### config.mk
export PLATFORM = sky130hd
export DESIGN_NAME = ppqn_pulse_clock
export DESIGN_NICKNAME = d
export VERILOG_FILES = /design/src/hdl/ppqn_pkg.sv /design/src/hdl/ppqn_pulse_clock.sv
export VERILOG_INCLUDE_DIRS = /design/src /design/src/hdl
export SDC_FILE = /design/constraint.sdc
export NUM_CORES = 1
export LEC_CHECK = 0
export BUFFER_PORTS_ARGS = -buffer_cell sky130_fd_sc_hd__buf_2
export CAP_MARGIN = 15
export CORE_MARGIN = 2
export CORE_UTILIZATION = 40
export CTS_BUF_LIST = sky130_fd_sc_hd__clkbuf_2 sky130_fd_sc_hd__clkbuf_4 sky130_fd_sc_hd__clkbuf_8
export DETAILED_ROUTE_END_ITERATION = 10
export PLACE_DENSITY = 0.62
export SYNTH_ARGS = -nofsm -noshare
export SYNTH_HDL_FRONTEND = slang
export SYNTH_SLANG_ARGS = --single-unit
### constraint.sdc
create_clock -name clk_i -period 5.5 [get_ports clk_i]
set_clock_uncertainty 0.15 [all_clocks]
set_input_delay 0.825 -clock clk_i [delete_from_list [all_inputs] [get_ports clk_i]]
set_output_delay 0.825 -clock clk_i [all_outputs]
set_load 0.005 [all_outputs]
### src/hdl/ppqn_pulse_clock_macros.svh
// Assertion helpers for the pulse clock.
`ifndef PPQN_PULSE_CLOCK_MACROS_SVH
`define PPQN_PULSE_CLOCK_MACROS_SVH

// Property must hold at every edge out of reset.
`define PPQN_ASSERT(label, clk, rst_n, prop, msg) \
  label: assert property (@(posedge clk) disable iff (!rst_n) (prop)) else $error(msg);

// Condition must never be true out of reset.
`define PPQN_NEVER(label, clk, rst_n, cond, msg) \
  label: assert property (@(posedge clk) disable iff (!rst_n) !(cond)) else $error(msg);

`endif

### src/hdl/ppqn_pkg.sv
`timescale 1ns / 1ps

package ppqn_pkg;

  localparam int FRACTION_BITS    = 16;
  localparam int BAR_BITS         = 16;
  localparam int MAX_DRIFT_PULSES = 16;

  localparam int PULSES_PER_BEAT  = 24;
  localparam int BEATS_PER_BAR    = 4;

  localparam int ACC_W    = 32;
  localparam int PERIOD_W = 31;
  localparam int PULSE_W  = 5;
  localparam int BEAT_W   = 2;
  localparam int CNT_W    = $clog2(MAX_DRIFT_PULSES + 1);
  localparam int CFG_IDX_W = 1;

  localparam logic [PERIOD_W-1:0] PERIOD_RESET = PERIOD_W'(1470000);
  localparam logic [ACC_W:0]      TICK_STEP    = (ACC_W + 1)'(1) << FRACTION_BITS;

  typedef enum logic [2:0] {
    OP_TICK  = 3'd0,
    OP_START = 3'd1,
    OP_STOP  = 3'd2,
    OP_RESET = 3'd3,
    OP_DRIFT = 3'd4,
    OP_EXT   = 3'd5
  } op_e;

  typedef enum logic [CFG_IDX_W-1:0] {
    REG_PULSE_PERIOD  = 1'd0,
    REG_EXTERNAL_SYNC = 1'd1
  } reg_e;

  typedef enum logic [2:0] {
    S_IDLE = 3'b001,
    S_EXEC = 3'b010,
    S_STEP = 3'b100
  } state_e;

  typedef struct packed {
    logic [BAR_BITS-1:0] bar;
    logic [BEAT_W-1:0]   beat;
    logic [PULSE_W-1:0]  pulse;
  } pos_t;

  // One pulse forward: 24 pulses per beat, 4 beats per bar, bar wraps.
  function automatic pos_t advance(input pos_t p);
    pos_t r;
    r = p;
    if (p.pulse == PULSE_W'(PULSES_PER_BEAT - 1)) begin
      r.pulse = '0;
      if (p.beat == BEAT_W'(BEATS_PER_BAR - 1)) begin
        r.beat = '0;
        r.bar  = p.bar + BAR_BITS'(1);
      end else begin
        r.beat = p.beat + BEAT_W'(1);
      end
    end else begin
      r.pulse = p.pulse + PULSE_W'(1);
    end
    return r;
  endfunction

endpackage

### src/hdl/ppqn_pulse_clock.sv
`timescale 1ns / 1ps
// 24 PPQN transport clock.
// Input channel (in_valid_i/in_ready_o): one item = operation plus a signed
// drift offset. Output channel (out_valid_o/out_ready_i): one item per
// result, with the position after the event and a last flag closing the
// results of each input item. Config channel (cfg_valid_i/cfg_ready_o) is
// always ready: index 0 pulse_period, index 1 external_sync.
// Timing: every item goes through the execute state; sample ticks that run
// and drift adjusts then use the shared 33-bit add/subtract unit once per
// compare against the period in the step state. A running tick crosses at
// most one pulse, a drift adjust one pulse per compare up to 16, and every
// other item finishes in the execute state. Only one item is in flight;
// in_ready_o returns after the final result has been written into the
// output register.
// Results sit in an output register, so a stalled receiver only holds the
// sequencer when a new result must be written over one not yet taken.
// Reset: transport stopped, accumulator and position zero, pulse_period
// 1470000, external_sync 0; no output item pending.
`include "ppqn_pulse_clock_macros.svh"

module ppqn_pulse_clock (
  input  logic                                clk_i,
  input  logic                                rst_ni,
  input  logic                                in_valid_i,
  output logic                                in_ready_o,
  input  logic [2:0]                          operation_i,
  input  logic signed [31:0]                  drift_offset_i,
  output logic                                out_valid_o,
  input  logic                                out_ready_i,
  output logic                                pulse_event_o,
  output logic [ppqn_pkg::PULSE_W-1:0]        pulse_in_beat_o,
  output logic [ppqn_pkg::BEAT_W-1:0]         beat_in_bar_o,
  output logic [ppqn_pkg::BAR_BITS-1:0]       bar_count_o,
  output logic                                is_running_o,
  output logic                                drift_overflow_o,
  output logic                                last_o,
  input  logic                                cfg_valid_i,
  output logic                                cfg_ready_o,
  input  logic [ppqn_pkg::CFG_IDX_W-1:0]      cfg_index_i,
  input  logic [ppqn_pkg::PERIOD_W-1:0]       cfg_wdata_i
);

  localparam int AW = ppqn_pkg::ACC_W;
  localparam int PW = ppqn_pkg::PERIOD_W;
  localparam int CW = ppqn_pkg::CNT_W;

  // Config registers
  logic [PW-1:0] period_q;
  logic          ext_sync_q;

  // Sequencer and transport state
  ppqn_pkg::state_e state_q, state_d;
  ppqn_pkg::op_e    op_q, op_d;
  logic [31:0]      off_q, off_d;
  logic [AW-1:0]    acc_q, acc_d;
  ppqn_pkg::pos_t   pos_q, pos_d;
  logic             run_q, run_d;
  logic [CW-1:0]    n_q, n_d;     // crossings taken by this item
  logic             pend_q, pend_d;  // a crossing waits to be reported

  // Output register
  logic           out_valid_q;
  logic           out_ev_q, out_ovf_q, out_last_q, out_run_q;
  ppqn_pkg::pos_t out_pos_q;

  logic           out_load, out_ev, out_ovf, out_last, out_run;
  ppqn_pkg::pos_t out_pos;
  logic           out_free;

  // Shared add/subtract unit
  logic          unit_sub;
  logic [AW:0]   unit_b;
  logic [AW:0]   unit_sum;
  logic          unit_ge;

  logic [PW-1:0] period_eff;
  logic [PW-1:0] period_m1;
  logic [CW-1:0] limit;

  assign period_eff = (period_q == '0) ? PW'(1) : period_q;
  assign period_m1  = period_eff - PW'(1);
  assign limit      = (op_q == ppqn_pkg::OP_TICK) ? CW'(1)
                                                  : CW'(ppqn_pkg::MAX_DRIFT_PULSES);

  assign unit_sum = {1'b0, acc_q} + (unit_sub ? ~unit_b : unit_b) + (AW + 1)'(unit_sub);
  assign unit_ge  = ~unit_sum[AW];

  assign out_free   = !out_valid_q || out_ready_i;
  assign in_ready_o = (state_q == ppqn_pkg::S_IDLE);
  assign cfg_ready_o = 1'b1;

  always_comb begin
    state_d  = state_q;
    op_d     = op_q;
    off_d    = off_q;
    acc_d    = acc_q;
    pos_d    = pos_q;
    run_d    = run_q;
    n_d      = n_q;
    pend_d   = pend_q;
    out_load = 1'b0;
    out_ev   = 1'b0;
    out_ovf  = 1'b0;
    out_last = 1'b0;
    out_pos  = pos_q;
    out_run  = run_q;
    unit_sub = 1'b0;
    unit_b   = ppqn_pkg::TICK_STEP;

    unique case (state_q)
      ppqn_pkg::S_IDLE: begin
        if (in_valid_i) begin
          op_d    = ppqn_pkg::op_e'(operation_i);
          off_d   = drift_offset_i;
          state_d = ppqn_pkg::S_EXEC;
        end
      end

      ppqn_pkg::S_EXEC: begin
        n_d    = '0;
        pend_d = 1'b0;
        if (op_q == ppqn_pkg::OP_DRIFT) begin
          unit_b  = {off_q[31], off_q};
          // Clamp the adjusted accumulator at zero
          acc_d   = unit_sum[AW] ? '0 : unit_sum[AW-1:0];
          state_d = ppqn_pkg::S_STEP;
        end else if (op_q == ppqn_pkg::OP_TICK && run_q) begin
          acc_d   = unit_sum[AW-1:0];
          state_d = ppqn_pkg::S_STEP;
        end else if (out_free) begin
          case (op_q)
            ppqn_pkg::OP_START: begin
              if (!run_q) begin
                run_d = 1'b1;
                acc_d = '0;
              end
            end
            ppqn_pkg::OP_STOP:  run_d = 1'b0;
            ppqn_pkg::OP_RESET: begin
              pos_d = '0;
              acc_d = '0;
            end
            ppqn_pkg::OP_EXT: begin
              if (ext_sync_q && run_q) begin
                pos_d  = ppqn_pkg::advance(pos_q);
                out_ev = 1'b1;
              end
            end
            default: ;  // stopped tick, unused codes
          endcase
          out_load = 1'b1;
          out_last = 1'b1;
          out_pos  = pos_d;
          out_run  = run_d;
          state_d  = ppqn_pkg::S_IDLE;
        end
      end

      ppqn_pkg::S_STEP: begin
        unit_sub = 1'b1;
        unit_b   = {2'b00, period_eff};
        if (!pend_q) begin
          if (unit_ge) begin
            acc_d  = unit_sum[AW-1:0];
            pos_d  = ppqn_pkg::advance(pos_q);
            n_d    = n_q + CW'(1);
            pend_d = 1'b1;
          end else if (out_free) begin
            // No boundary crossed
            out_load = 1'b1;
            out_last = 1'b1;
            state_d  = ppqn_pkg::S_IDLE;
          end
        end else if (out_free) begin
          // Report the previous crossing; position registers hold it
          out_load = 1'b1;
          out_ev   = 1'b1;
          if (unit_ge && n_q < limit) begin
            acc_d = unit_sum[AW-1:0];
            pos_d = ppqn_pkg::advance(pos_q);
            n_d   = n_q + CW'(1);
          end else begin
            out_last = 1'b1;
            pend_d   = 1'b0;
            state_d  = ppqn_pkg::S_IDLE;
            if (unit_ge) begin
              acc_d   = {{(AW - PW){1'b0}}, period_m1};
              out_ovf = (op_q == ppqn_pkg::OP_DRIFT);
            end
          end
        end
      end

      default: state_d = ppqn_pkg::S_IDLE;
    endcase
  end

  always_ff @(posedge clk_i or negedge rst_ni) begin
    if (!rst_ni) begin
      period_q   <= ppqn_pkg::PERIOD_RESET;
      ext_sync_q <= 1'b0;
    end else if (cfg_valid_i) begin
      unique case (ppqn_pkg::reg_e'(cfg_index_i))
        ppqn_pkg::REG_PULSE_PERIOD:  period_q   <= cfg_wdata_i;
        ppqn_pkg::REG_EXTERNAL_SYNC: ext_sync_q <= cfg_wdata_i[0];
        default: ;
      endcase
    end
  end

  always_ff @(posedge clk_i or negedge rst_ni) begin
    if (!rst_ni) begin
      state_q <= ppqn_pkg::S_IDLE;
      acc_q   <= '0;
      pos_q   <= '0;
      run_q   <= 1'b0;
      n_q     <= '0;
      pend_q  <= 1'b0;
    end else begin
      state_q <= state_d;
      acc_q   <= acc_d;
      pos_q   <= pos_d;
      run_q   <= run_d;
      n_q     <= n_d;
      pend_q  <= pend_d;
    end
  end

  always_ff @(posedge clk_i) begin
    op_q  <= op_d;
    off_q <= off_d;
  end

  always_ff @(posedge clk_i or negedge rst_ni) begin
    if (!rst_ni) begin
      out_valid_q <= 1'b0;
    end else if (out_load) begin
      out_valid_q <= 1'b1;
    end else if (out_ready_i) begin
      out_valid_q <= 1'b0;
    end
  end

  always_ff @(posedge clk_i) begin
    if (out_load) begin
      out_ev_q   <= out_ev;
      out_ovf_q  <= out_ovf;
      out_last_q <= out_last;
      out_run_q  <= out_run;
      out_pos_q  <= out_pos;
    end
  end

  assign out_valid_o      = out_valid_q;
  assign pulse_event_o    = out_ev_q;
  assign pulse_in_beat_o  = out_pos_q.pulse;
  assign beat_in_bar_o    = out_pos_q.beat;
  assign bar_count_o      = out_pos_q.bar;
  assign is_running_o     = out_run_q;
  assign drift_overflow_o = out_ovf_q;
  assign last_o           = out_last_q;

  // Between items the accumulator always stays within the 31-bit period range.
  `PPQN_ASSERT(a_acc_bounded, clk_i, rst_ni, (state_q != ppqn_pkg::S_IDLE) || !acc_q[AW-1], "accumulator above period range")
  // Crossing count never passes the per-item limit.
  `PPQN_ASSERT(a_cnt_limit, clk_i, rst_ni, n_q <= limit || state_q != ppqn_pkg::S_STEP, "crossing count past limit")
  // Overflow is flagged only on the closing result of an item.
  `PPQN_NEVER(a_ovf_last, clk_i, rst_ni, out_valid_o && drift_overflow_o && !last_o, "overflow on non-final result")
  // Pulse position stays inside the beat.
  `PPQN_ASSERT(a_pulse_range, clk_i, rst_ni, pos_q.pulse < ppqn_pkg::PULSE_W'(ppqn_pkg::PULSES_PER_BEAT), "pulse position out of range")

endmodule
==> summary.txt <==
Setup path
  • Crit-path cells: nor4_1 -> nand3_1 -> nor4_2 -> nor3_1 -> fa_1 -> a211oi_1 -> o21a_1 -> a211oi_2 -> nor2_1 -> o21ba_1 -> mux2i_1 -> nor2_2 -> buf_4 -> a221oi_1 -> nor2_1
  • Largest delay contributor family on the critical path: simple AND/OR/NAND/NOR gates
  • Startpoint Class: flip-flop
  • FF-to-FF setup slack: 0.54 ns
  • CP max-delay cell: nor4_1
  • Crit path required time: roughly 5.7 ns
  • Critical Path AT: a little over 5 ns
  • CP Max Fanout: 24
  • Most frequent cell on the critical path: nor2_1
  • Crit Path Class: reg -> reg
  • Slowest cell delay on critical path: approximately 0.7 ns
  • Worst Path Buf+Inv: 1
  • Crit. End Element: flip-flop

Detailed routing
  • Drt drc: 0
  • Met2 WL: roughly 11000 µm
  • Top Layer Used: met4
  • WL met1: 11600 µm
  • Total wire length: about 25000 µm
  • Routed len/inst: about 17 µm
  • Via count: between 7000 and 8000
  • DRT Pass-1 Iters: 5
  • DRT iter0 DRCs: between 500 and 600
  • DR vias/cell: 5.54
  • Post-route ant nets: 0
  • Metal3 WL: 1110 µm

Die
  • Core Box Area: between 0.02 and 0.025 mm²
  • Full die area: 0.0254 mm²
  • Die Width: 159 µm
  • Height of the die: around 160 µm
  • Io pins: ~100
  • Row cnt: 56
  • Initial Utilization: 40.9%

Timing
  • Slew @ Worst Pin: ~0.98 ns
  • Final Hold Viols: 0
  • Min Clock Period, post-route: between 4 and 5 ns
  • Period utilisation layout: 90.2%
  • Final Max Slew Viols: 0
  • Slew margin rel.: about 34%
  • Fmax: ~0.20 GHz
  • WHS: about 0.32 ns
  • Unrepaired setup endpoints after global routing: false
  • Endpoints failing setup: 0
  • Setup TNS: 0 ns

Cells and area
  • Layout Cells excl Fill: approximately 1400
  • Fill count: roughly 2300
  • Layout Area Growth over Synthesis: 12.8%
  • NumNets Final: between 1000 and 1500
  • Share of layout cells above drive strength 1: 19.7%
  • Antenna Diode Count: 0
  • Final Cell Area: about 0.011 mm²

Logic synthesis
  • Syn_nets: about 1100
  • Netlist cell types: 74
  • Post-Syn Area: 0.00967 mm²
  • #FFs+latches synth: 160
  • Async S/R FF share, synth: approximately three fifths
  • Warnings from Yosys: 0
  • Post-synth EDFFs: between 60 and 70
  • Top-count cell post-synth: nand2_1
  • Mean Syn Cell Area: around 9.4 µm²
  • Cells after synthesis: 1025
  • Seq/Total Area, Yosys: ~45%
  • Synth top cells by count: 123 x nand2_1, 108 x o21ai_0, 95 x nor2_1, 87 x dfrtp_1, 62 x edfxtp_1
  • Most used DFF post-synth: dfrtp_1
  • Synth top area share: a little under a quarter
  • Yosys top cell by area: dfrtp_1
  • Top cells by area, synth: dfrtp_1 23%, edfxtp_1 19%, o21ai_0 5.6%

Global routing
  • Vias in the first global route: between 7000 and 8000
  • Initial antenna violation count: 0
  • Largest net degree at the start of global routing: 68
  • Gr ovfl total: 0
  • Total GRT Usage: ~20%
  • First-pass GRT wire length: 39900 µm

Clocking
  • Clock transition at path regs: 0.11 ns
  • Sink Count: 160
  • Deepest clock path buffer count: 2
  • Postcts setup bufs: 0
  • # H-tree levels: 4
  • Clk root buf: clkbuf_8
  • Hold-fix buffers, CTS: 0
  • Cts bufs inserted: 17
  • CTS tree: yes
  • Post-CTS sizing: 0
  • Insertion delay to the later sink of the worst-skew pair: between 0.4 and 0.5 ns

Place
  • Gpl congestion: roughly 0.90
  • Post-DP Area: approximately 0.010 mm²
  • IO Port Bufs: 100
  • Placed cells: 1407
  • Dpl hpwl: 17200 µm

Power and ir drop
  • Leak: around 0.0044 µW
  • Pwr/cell area: around 330 mW/mm²
  • Total Power: between 3000 and 4000 µW
  • VDD IR max: approximately 0.16 mV

Min path
  • Worst Hold Class: in -> async

Flow run
  • Max Cap Viol: 0

Run status
  • Status: complete, no violations
[path summary, 6_finish.rpt]
kind                         startpoint           end  depth (start not counted)
max in group asynchronous        rst_ni    state_q[0]                          2
setup reg to reg           period_q[23]      acc_q[5]                         15
min in group clk_i            acc_q[31]     acc_q[31]                          2
setup / recovery           period_q[23]      acc_q[5]                         15
hold reg to reg               acc_q[31]     acc_q[31]                          2
hold / removal                   rst_ni  period_q[28]                          1
[state kept, by name, summed over array words and instances, names as in the netlist, 2 cells and up]
| name | cells |
|---|---|
| beat_in_bar_o | 2 |
| pos_q | 23 |
| bar_count_o | 16 |
| period_q | 31 |
| off_q | 32 |
| state_q | 3 |
| pulse_in_beat_o | 5 |
| acc_q | 32 |
| op_q | 3 |
| n_q | 5 |
[stage by stage]
step | setup slack [ns] | utilization (%)
finish | 0.537 | 46.2
global route | 0.105 | 46.2
CTS | 0.559 | 46.2
detailed placement | 0.585 | 44.4
global placement | 0.723 | 44.4
floorplan | 0.393 | -
[cell families (layout without fill, tap and decap cells)]
group                    after synthesis  in the layout  share of synthesized area, %
AO/OA/AOI/OAI                        296            296                          19.7
XOR/XNOR                              62             62                          5.62
adder cells (fa/ha/maj)               38             38                          5.00
buffers and inverters                 77            172                          3.46
flip-flops                           160            160                          44.8
multiplexers                          37             37                          4.24
other                                  1              1                        0.0388
AND/OR/NAND/NOR                      354            354                          17.2
[final cells by class]
type	count	area (µm²)	share of cell area [%]
repair buffers	118	651	5.97
clock buffers	18	248	2.27
inverters	22	82.6	0.757
multi-input cells	788	5020	46.0
clock inverters	14	176	1.62
flip-flops and latches	160	4330	39.7
well taps	319	399	3.66
[cells in the final DEF, fill, tap and decap left out, types with 5 or more instances in the layout]
cell type / netlist / final
nor3_1: 31 / 30
nand2b_1: 6 / 6
o221ai_1: 6 / 6
xor2_1: 35 / 35
buf_4: 2 / 18
o21ai_0: 108 / 108
or3_1: 12 / 12
a31oi_1: 5 / 5
o211ai_1: 7 / 7
edfxtp_1: 62 / 62
buf_2: 11 / 99
and3_1: 7 / 7
nor2_1: 95 / 93
o31ai_1: 22 / 22
a21oi_1: 57 / 56
dfstp_2: 11 / 11
a221oi_1: 12 / 12
xnor2_1: 27 / 27
nand3_1: 25 / 25
inv_1: 22 / 22
a22oi_1: 13 / 13
nand2_1: 123 / 123
mux2_2: 32 / 32
ha_1: 37 / 37
dfrtp_1: 87 / 87
nor4_2: 5 / 5
a21o_1: 13 / 13
a32o_1: 5 / 5
clkbuf_8: 0 / 18
nor4_1: 12 / 12
nand4_1: 13 / 13
mux2i_1: 5 / 5
[layer usage]
| metal | global-route usage, % | vias up |
|---|---|---|
| met5 | 0 | - |
| met4 | 6.07 | 0 |
| met3 | 3.28 | 23 |
| met2 | 31.2 | 214 |
| met1 | 27.2 | 3781 |
| li1 | - | 3948 |
[report_power, final]
part	leakage, µW	switching [µW]	internal, µW
Sequential	0.00181	174	1470
Combinational	0.00241	558	393
Clock	0.000217	518	434
Note: power is estimated with default switching activity, not from simulation.
